## config.mk

```make
export PLATFORM = sky130hd
export DESIGN_NAME = bytewords_minimal_encoder_crc32_core
export DESIGN_NICKNAME = d
export VERILOG_FILES = /design/src/hw/rtl/bwe_pkg.sv /design/src/hw/rtl/bytewords_minimal_encoder_crc32_core.sv /design/src/hw/rtl/bwe_crc_unit.sv /design/src/hw/rtl/bwe_rsp_stage.sv
export SDC_FILE = /design/constraint.sdc
export NUM_CORES = 1
export LEC_CHECK = 0
export BUFFER_PORTS_ARGS = -buffer_cell sky130_fd_sc_hd__buf_2
export CORE_UTILIZATION = 35
export CTS_BUF_LIST = sky130_fd_sc_hd__clkbuf_2 sky130_fd_sc_hd__clkbuf_4 sky130_fd_sc_hd__clkbuf_8
export DETAILED_ROUTE_END_ITERATION = 16
export MAX_ROUTING_LAYER = met4
export SLEW_MARGIN = 20
export SYNTH_ARGS = -nofsm -noshare
export SYNTH_HDL_FRONTEND = slang
export SYNTH_SLANG_ARGS = --single-unit
```

## constraint.sdc

```tcl
create_clock -name clock -period 3.8 [get_ports clock]
set_clock_uncertainty 0.15 [all_clocks]
set_input_delay 0 -clock clock [delete_from_list [all_inputs] [get_ports clock]]
set_output_delay 0 -clock clock [all_outputs]
set_load 0.005 [all_outputs]
```

## src/hw/rtl/bwe_pkg.sv

```systemverilog
`default_nettype none

package bwe_pkg;

   // one accepted input beat
   typedef struct packed {
      logic [7:0] data_byte;
      logic       final_byte;
   } req_type;

   // one result beat: a byteword letter pair
   typedef struct packed {
      logic [6:0] first_letter;
      logic [6:0] second_letter;
      logic       end_of_text;
   } rsp_type;

   localparam logic [31:0] CRC_POLY = 32'hEDB8_8320;
   localparam logic [31:0] CRC_INIT = 32'hFFFF_FFFF;
   localparam logic [7:0]  CASE_OFFSET = 8'h20;

   // CRC trailer: four bytes, MSB first
   localparam int unsigned TRAILER_PAIRS = 4;
   localparam int unsigned TRAILER_CNT_W = 3;

   // minimal bytewords, two lower-case letters per byte value;
   // char k sits at bits [8*(511-k) +: 8]
   localparam logic [4095:0] WORD_LETTERS = {
      "aeadaoaxaaahamatayasbkbdbnbtbabs",
      "bebybgbwbbbzcmchcscfcycwcecackct",
      "cxclcpcndkdadsdidedtdrdndwdpdmdl",
      "dyeheyeoeeecenemetesftfrfnfsfmfh",
      "fzfpfwfxfyfefgflfdgagegrgsgtglgw",
      "gdgygmgughgohfhghdhkhthphhhlhyhe",
      "hnhsidiaieihiyioisinimjejzjnjtjl",
      "jojsjpjkjykpkoktkskkknkgkekikblb",
      "lalylflslrlplnltloldlelulklgmnmy",
      "mhmemomumwmdmtmsmknlnyndnsntnnne",
      "nboyoeotoxonolospdptpkpypspmplpe",
      "pfpaprqdqzrerprlrorhrdrkrfryrnrs",
      "rtsesasrssskswstspsosgsbsfsntotk",
      "titttdtetytltbtstptatnuyuoutueur",
      "vtvyvovlvevwvavdvswlwdwmwpwewyws",
      "wtwnwzwfwkykynylyaytzszoztzczezm"
   };

   // upper-case letter of a byteword; second selects the last letter
   function automatic logic [6:0] word_letter(input logic [7:0] b, input logic second);
      logic [8:0] pos;
      logic [7:0] ch;
      pos = {b, second};
      // 8*(511-pos) is ~pos shifted by three
      ch  = WORD_LETTERS[{~pos, 3'b000} +: 8];
      return 7'(ch - CASE_OFFSET);
   endfunction

   // full result beat for one byte
   function automatic rsp_type word_pair(input logic [7:0] b, input logic last);
      rsp_type r;
      r.first_letter  = word_letter(b, 1'b0);
      r.second_letter = word_letter(b, 1'b1);
      r.end_of_text   = last;
      return r;
   endfunction

   // reflected CRC-32, one byte, bit at a time
   function automatic logic [31:0] crc_byte(input logic [31:0] crc, input logic [7:0] b);
      logic [31:0] c;
      c = crc ^ {24'd0, b};
      for (int i = 0; i < 8; i++) begin
         c = c[0] ? ((c >> 1) ^ CRC_POLY) : (c >> 1);
      end
      return c;
   endfunction

endpackage

`default_nettype wire

```

## src/hw/rtl/bytewords_minimal_encoder_crc32_core.sv

```systemverilog
`default_nettype none
// A byte's letter pair is registered, valid in the cycle after the byte is accepted.
// Throughput: one byte per cycle while rsp_ready does not stall the output; a final
// byte adds four CRC pairs, one per cycle when not stalled, during which req_ready
// stays low. The single output register and the trailer counter set these figures.
// Reset (synchronous, active high) empties the output and sets the CRC to all ones.

module bytewords_minimal_encoder_crc32_core (
   input  wire logic             clock,
   input  wire logic             reset,
   input  wire logic             req_valid,
   output logic                  req_ready,
   input  wire bwe_pkg::req_type req_data,
   output logic                  rsp_valid,
   input  wire logic             rsp_ready,
   output bwe_pkg::rsp_type      rsp_data
);
   import bwe_pkg::*;

   logic [31:0] crc_result;
   logic        accept;

   assign accept = req_valid && req_ready;

   // running CRC-32 over the message
   bwe_crc_unit u_crc (
      .clock      (clock),
      .reset      (reset),
      .accept     (accept),
      .req_data   (req_data),
      .crc_result (crc_result)
   );

   // letter lookup, trailer sequencing and output register
   bwe_rsp_stage u_rsp (
      .clock      (clock),
      .reset      (reset),
      .req_valid  (req_valid),
      .req_ready  (req_ready),
      .req_data   (req_data),
      .crc_result (crc_result),
      .rsp_valid  (rsp_valid),
      .rsp_ready  (rsp_ready),
      .rsp_data   (rsp_data)
   );

endmodule

`default_nettype wire

```

## src/hw/rtl/bwe_crc_unit.sv

```systemverilog
`default_nettype none

module bwe_crc_unit (
   input  wire logic             clock,
   input  wire logic             reset,
   input  wire logic             accept,
   input  wire bwe_pkg::req_type req_data,
   output logic [31:0]           crc_result
);
   import bwe_pkg::*;

   logic [31:0] crc_ff;
   logic [31:0] crc_in;
   logic [31:0] crc_next;

   // running CRC after this beat's byte
   assign crc_next   = crc_byte(crc_ff, req_data.data_byte);
   // final complement, valid for the beat being accepted
   assign crc_result = ~crc_next;

   // restart after a final byte
   always_comb begin
      crc_in = crc_ff;
      if (accept) begin
         crc_in = req_data.final_byte ? CRC_INIT : crc_next;
      end
   end

   always_ff @(posedge clock) begin
      if (reset) begin
         crc_ff <= CRC_INIT;
      end else begin
         crc_ff <= crc_in;
      end
   end

endmodule

`default_nettype wire

```

## src/hw/rtl/bwe_rsp_stage.sv

```systemverilog
`default_nettype none

module bwe_rsp_stage (
   input  wire logic             clock,
   input  wire logic             reset,
   input  wire logic             req_valid,
   output logic                  req_ready,
   input  wire bwe_pkg::req_type req_data,
   input  wire logic [31:0]      crc_result,
   output logic                  rsp_valid,
   input  wire logic             rsp_ready,
   output bwe_pkg::rsp_type      rsp_data
);
   import bwe_pkg::*;

   localparam logic [TRAILER_CNT_W-1:0] CNT_FULL = TRAILER_CNT_W'(TRAILER_PAIRS);
   localparam logic [TRAILER_CNT_W-1:0] CNT_ONE  = TRAILER_CNT_W'(1);

   logic                     rsp_valid_ff, rsp_valid_in;
   rsp_type                  rsp_data_ff, rsp_data_in;
   logic [TRAILER_CNT_W-1:0] cnt_ff, cnt_in;
   logic [31:0]              trl_ff, trl_in;
   logic                     slot_free;
   logic                     accept;
   logic                     trl_busy;

   // output slot can take a beat this cycle
   assign slot_free = !rsp_valid_ff || rsp_ready;
   assign trl_busy  = (cnt_ff != '0);
   assign req_ready = slot_free && !trl_busy;
   assign accept    = req_valid && req_ready;

   // load message pair, or next CRC pair while the trailer runs
   always_comb begin
      rsp_valid_in = rsp_valid_ff && !rsp_ready;
      rsp_data_in  = rsp_data_ff;
      cnt_in       = cnt_ff;
      trl_in       = trl_ff;
      if (accept) begin
         rsp_valid_in = 1'b1;
         rsp_data_in  = word_pair(req_data.data_byte, 1'b0);
         if (req_data.final_byte) begin
            cnt_in = CNT_FULL;
            trl_in = crc_result;
         end
      end else if (trl_busy && slot_free) begin
         rsp_valid_in = 1'b1;
         rsp_data_in  = word_pair(trl_ff[31:24], cnt_ff == CNT_ONE);
         cnt_in       = cnt_ff - CNT_ONE;
         trl_in       = {trl_ff[23:0], 8'd0};
      end
   end

   always_ff @(posedge clock) begin
      if (reset) begin
         rsp_valid_ff <= 1'b0;
         cnt_ff       <= '0;
      end else begin
         rsp_valid_ff <= rsp_valid_in;
         cnt_ff       <= cnt_in;
      end
      rsp_data_ff <= rsp_data_in;
      trl_ff      <= trl_in;
   end

   assign rsp_valid = rsp_valid_ff;
   assign rsp_data  = rsp_data_ff;

   // no new byte while the trailer is pending
   a_no_accept_in_trailer: assert property (@(posedge clock) disable iff (reset)
      trl_busy |-> !req_ready) else $error("byte taken during CRC trailer");

   // a final byte arms the full trailer
   a_final_arms: assert property (@(posedge clock) disable iff (reset)
      accept && req_data.final_byte |=> cnt_ff == CNT_FULL)
      else $error("trailer not armed after final byte");

   // end of text only once the trailer is spent
   a_eot_last: assert property (@(posedge clock) disable iff (reset)
      rsp_valid_ff && rsp_data_ff.end_of_text |-> cnt_ff == '0)
      else $error("end of text with trailer pairs left");

   // counter never exceeds the trailer length
   a_cnt_range: assert property (@(posedge clock) disable iff (reset)
      cnt_ff <= CNT_FULL) else $error("trailer count out of range");

endmodule

`default_nettype wire
```

# [Yosys cells after proc, flatten, opt, wreduce, memory -nomap -nowiden]
# Cells that the tools add are included.
[totals] register_bits=83 input_bits=13 output_inout_bits=17 elab_cells=62
[op_classes] add_sub_neg=5 n_eq_ne=2 shifts=4 muxes=19 bitwise=14 n_reduce_logical=11
[op_table] cell="4096-bit by 13-bit variable part select with 7-bit output (first input constant)" count=4
[op_table] cell="32-bit 2-to-1 mux" count=12
[op_table] cell="13-bit NOT with 14-bit output" count=8
[op_table] cell="9-bit NOT" count=4
[op_table] cell="32-bit NOT" count=1
[op_table] cell="32-bit by 8-bit bitwise XOR with 32-bit output" count=1
[op_table] cell="15-bit 2-to-1 mux" count=2
[op_table] cell="7-bit by 6-bit subtractor with 7-bit output (second input constant)" count=4
[op_table] cell="3-bit 2-to-1 mux" count=3
[op_table] cell="1-bit logical AND" count=4
[op_table] cell="3-bit by 1-bit equality test with 1-bit output (second input constant)" count=1
[op_table] cell="1-bit logical NOT" count=3
[op_table] cell="3-bit nonzero test" count=1
[op_table] cell="3-bit by 1-bit subtractor with 3-bit output (second input constant)" count=1
[op_table] cell="1-bit 2-to-1 mux" count=2
[op_table] cell="2-bit inequality test (second input constant)" count=1
[op_table] cell="2-bit AND reduction" count=1
[op_table] cell="2-bit nonzero test" count=1
[op_table] cell="1-bit logical OR" count=1

# [Longest topological paths before layout]
[depth] ltp_word=20 depth_mapped=12

# [Hierarchy]
# A second synthesis with hierarchy kept.
[unflattened] cells_unflattened=1239 hier_area_um2=9635.5
[modules_own_cells] mod="bwe_rsp_stage" instances=1 cells_per_inst=1035 area_per_inst_um2=7410.9 seq_area_each_um2=1361.3
[modules_own_cells] mod="bwe_crc_unit" instances=1 cells_per_inst=203 area_per_inst_um2=2218.4 seq_area_each_um2=640.6
[modules_own_cells] mod="bytewords_minimal_encoder_crc32_core" instances=1 cells_per_inst=1 area_per_inst_um2=6.3 seq_area_each_um2=0.0

# [Worst setup path after synthesis]
# No wires, ideal clock.
[synth_timing] kind="reg2reg" from="reg u_rsp.trl_ff[25]" to="reg u_rsp.rsp_data_ff, in the netlist u_rsp.rsp_data[4] (data pin)" arrival_ns=2.785 required_ns=3.390 setup_slack_ns=0.605 stages_incl_launch_ff=12 period_less_slack_ns=3.195 cell_sequence="edfxtp_1 clkbuf_1 inv_1 ha_1 clkbuf_1 nor2b_1 nor3_1 a31oi_1 mux4_2 or2_2 a21oi_1 o21ai_1"
[synth_lines] item="from (decl)" line="bwe_rsp_stage.sv:22" rtl="logic [31:0] trl_ff, trl_in;"
[synth_lines] item="from (signal assigned)" line="bwe_rsp_stage.sv:63" rtl="trl_ff <= trl_in;"
[synth_lines] item="to (signal assigned)" line="bwe_rsp_stage.sv:62" rtl="rsp_data_ff <= rsp_data_in;"
[synth_lines] item="to (decl)" line="bwe_rsp_stage.sv:20" rtl="rsp_type rsp_data_ff, rsp_data_in;"

==> impl_results.md <==
- Top delay family on crit path: flip-flops
- Sequential area share after synthesis: 21.9%
- YS warnings: 0
- Synth Flop Type: edfxtp_1
- Drt first pass iters: 7
- Clk root buf: clkbuf_8
- Max incr delay on CP: roughly 0.74 ns
- Post-synth top area cell: edfxtp_1
- CTS tree: yes
- Post-route DRC violation count: 0
- Worst vdd ir: 366 uV
- CP Cell Sequence: inv_1 > ha_1 > nand2b_1 > nand2_1 > o21ai_0 > mux4_2 > mux2i_1 > o21ai_1
- CP endpoint kind: register
- Area after DPL: 9320 um2
- Filler cells: ~2.6k
- FFs w/ async S/R, synth: 0%
- CP Class: reg2reg
- Number of global-route vias before repair: 8681
- Crit-path slowest cell: edfxtp_1
- Flops & latches, synth: 79
- Die area: 26800 um2
- Setup TNS: 0 ns
- Crit Path Max Fanout: 19
- Reg power frac: between 20% and 30%
- First-pass GRT wire length: between 50 and 60 mm
- Period utilisation layout: 82.7%
- Register area: 2000 um2
- P_sw: 4.19 mW
- Total CTS buffers: 9
- Clock-pin slew on the worst setup and hold paths: 0.08 ns
- Final global-route overflow total: 0
- Place WS: 0.722 ns
- Nets: 1191
- Max-cap violations: 0
- Core Area: 25400 um2
- Final WL: 33.2 mm
- Multi-input gate area: roughly 6400 um2
- Worst path bufs/invs: 1
- Worst slew pin tran: 0.932 ns
- Io pins: 30
- Relative slew slack: 37.7%
- Port Buf Inserts: 25
- P&R area growth vs syn: 4.86%
- Final setup fails: 0
- Routed WL per cell: 22.5 um
- Post-synthesis cell count: 1188
- Fin area: 9590 um2
- Placed instance count: 1455
- Die width: roughly 160 um
- Lkg Pwr: 3.44 nW
- Comb power frac: 71.0%
- Fmax: 318 MHz
- H-Tree Depth: 3
- Post-route insts no fill: 1477
- CTS sink cnt: 79
- Clock Power Share: 8.6%
- CTS Hold Buffers Added: 5
- Final ANT Viol Nets: 0
- Worst EP required: 3.74 ns
- Syn_area_per_cell: 7.70 um2
- Tightest Hold Check Type: in2reg
- Placer Congestion: roughly 1.0
- Synth top area cells: edfxtp_1 (14%), dfxtp_1 (8.1%), a21oi_1 (6.0%)
- Rows: 58
- Hold_ws: 0.214 ns
- Initial antenna violation count: 1
- Initial Utilization: about 36%
- Fin crit period: roughly 3.1 ns
- Die Y: 164 um
- Worst setup SP type: register
- Vias per cell: 6.38
- Switching share of power: 52.7%
- RSZ-0062 raised after global routing: false
- Vias after detailed routing: 9417
- Number of synthesized flops with an enable pin: 42
- Cts repair resizes: 0
- Int Pwr: 3.77 mW
- Final Hold Viols: 0
- Share of cells above drive strength 1: 11.3%
- Unique masters post-synth: 80
- Setup Fix Bufs, Post-CTS: 0
- Initial DRC count: between 1k and 1.5k
- Slew Viols, Final: 0
- Worst EP arrival: 3.08 ns
- Total track usage: 25.4%
- Synthesized area: 9140 um2
- Final HPWL DP: 22.9 mm
- Clk buf depth: 2
- Post-synth top area share: ~14%
- Largest net degree at the start of global routing: 116
- Clk_lat worst skew: approximately 0.37 ns
- Status: finished, final reports clean
- Final worst setup slack: 0.658 ns
- Pwr per Cell Area: around 830 nW/um2
synth_stat cells, drive strengths merged (24+ instances only):
cell type	count
a21oi	111
a31oi	24
buf	74
clkbuf	47
dfxtp	37
edfxtp	42
ha	37
nand2	123
nand2b	59
nand3	40
nor2	90
nor3	27
o21ai	112
o22ai	32
xnor2	62
worst min-delay path: cells and delay by family:
kind,cells,cell delay [ns]
AO/OA/AOI/OAI,2,0.29
buffers and inverters,1,0.25
final cells by class:
class	count	share of cell area, %
Antenna cell	1	0.0261
Clock inverter	6	0.783
Timing Repair Buffer	61	4.54
Multi-Input combinational cell	966	67.1
Tap cell	330	4.31
Sequential cell	79	20.9
Clock buffer	10	1.44
Inverter	24	0.940
cell families (layout without fill, tap and decap cells):
logic type / count (synthesis) / after routing / synth area share, %
simple gates: 398 / 398 / 20.9
xor+xnor: 73 / 73 / 8.88
other cells: 2 / 5 / 0.0821
buf+inv: 145 / 101 / 7.87
mux: 30 / 30 / 5.79
compound gates: 424 / 424 / 29.5
flops: 79 / 79 / 21.9
fa+ha+maj: 37 / 37 / 5.06
sequential cells by signal (all words and copies together), names as in the netlist:
| register | flops |
|---|---|
| u_rsp.trl_ff | 32 |
| u_rsp.rsp_valid | 1 |
| u_rsp.rsp_data | 11 |
| u_crc.crc_ff | 32 |
| u_rsp.cnt_ff | 3 |
metal layers:
layer	vias up	track usage, %	part of all wire (%)
met4	0	9.18	3.5
met2	589	36.4	43
met3	90	4.34	9.9
met5	-	-	0
met1	4460	35.6	44
li1	4278	-	-
layout by cell type, fill, tap and decap left out, types with 5 or more instances in the layout:
master and instances:
a211oi_1 20, nand4_1 5, o21ai_0 93, nand2b_1 59, nor3b_1 6, dfxtp_1 37, xnor2_1 50, and2_1 5
ha_1 37, dlygate4sd3_1 5, o31ai_1 10, a221oi_1 7, xnor2_2 6, o211ai_1 20, nor2_1 86, edfxtp_1 42
a21oi_1 110, nand3_1 39, buf_2 24, o21bai_1 6, a211o_1 6, a311oi_1 17, mux4_2 18, inv_1 19
xnor2_4 6, a21o_1 5, o311ai_0 6, nand2_1 122, buf_4 30, o21ai_1 19, mux2i_1 9, clkbuf_8 10
a31oi_1 24, nor3_1 26, o221ai_1 10, nor2b_1 21, xor2_1 9, o22ai_1 32
power by group through the flow:
stage / Clock [mW] / Combinational [mW] / Sequential (mW)
floorplan: 0 / 4.10 / 1.56
global placement: 0 / 5.51 / 1.63
detailed placement: 0 / 5.48 / 1.64
CTS: 0.696 / 5.52 / 1.62
global route: 0.728 / 6.10 / 1.66
finish: 0.684 / 5.65 / 1.62
per-stage QoR:
step	utilization [%]	power, mW
2_1_floorplan	-	5.66
5_1_grt	37.7	8.50
3_5_place_dp	36.7	7.13
3_3_place_gp	36.7	7.15
6_report	37.7	7.96
4_1_cts	37.7	7.84
path summary, 6_finish.rpt:
| kind | start | endpoint | slack [ns] | cells past startpoint |
|---|---|---|---|---|
| setup reg to reg | u_rsp.trl_ff[26]$_DFFE_PP_ | u_rsp.rsp_data[8]$_DFFE_PP_ | 0.66 | 8 |
| hold / removal | req_data[8] | u_rsp.rsp_data[11]$_DFFE_PP_ | 0.21 | 3 |
| setup / recovery | u_rsp.trl_ff[26]$_DFFE_PP_ | u_rsp.rsp_data[8]$_DFFE_PP_ | 0.66 | 8 |
| hold reg to reg | u_rsp.cnt_ff[1]$_SDFFE_PP0P_ | u_rsp.cnt_ff[1]$_SDFFE_PP0P_ | 0.35 | 2 |
Note: power is estimated with default switching activity, not from simulation.
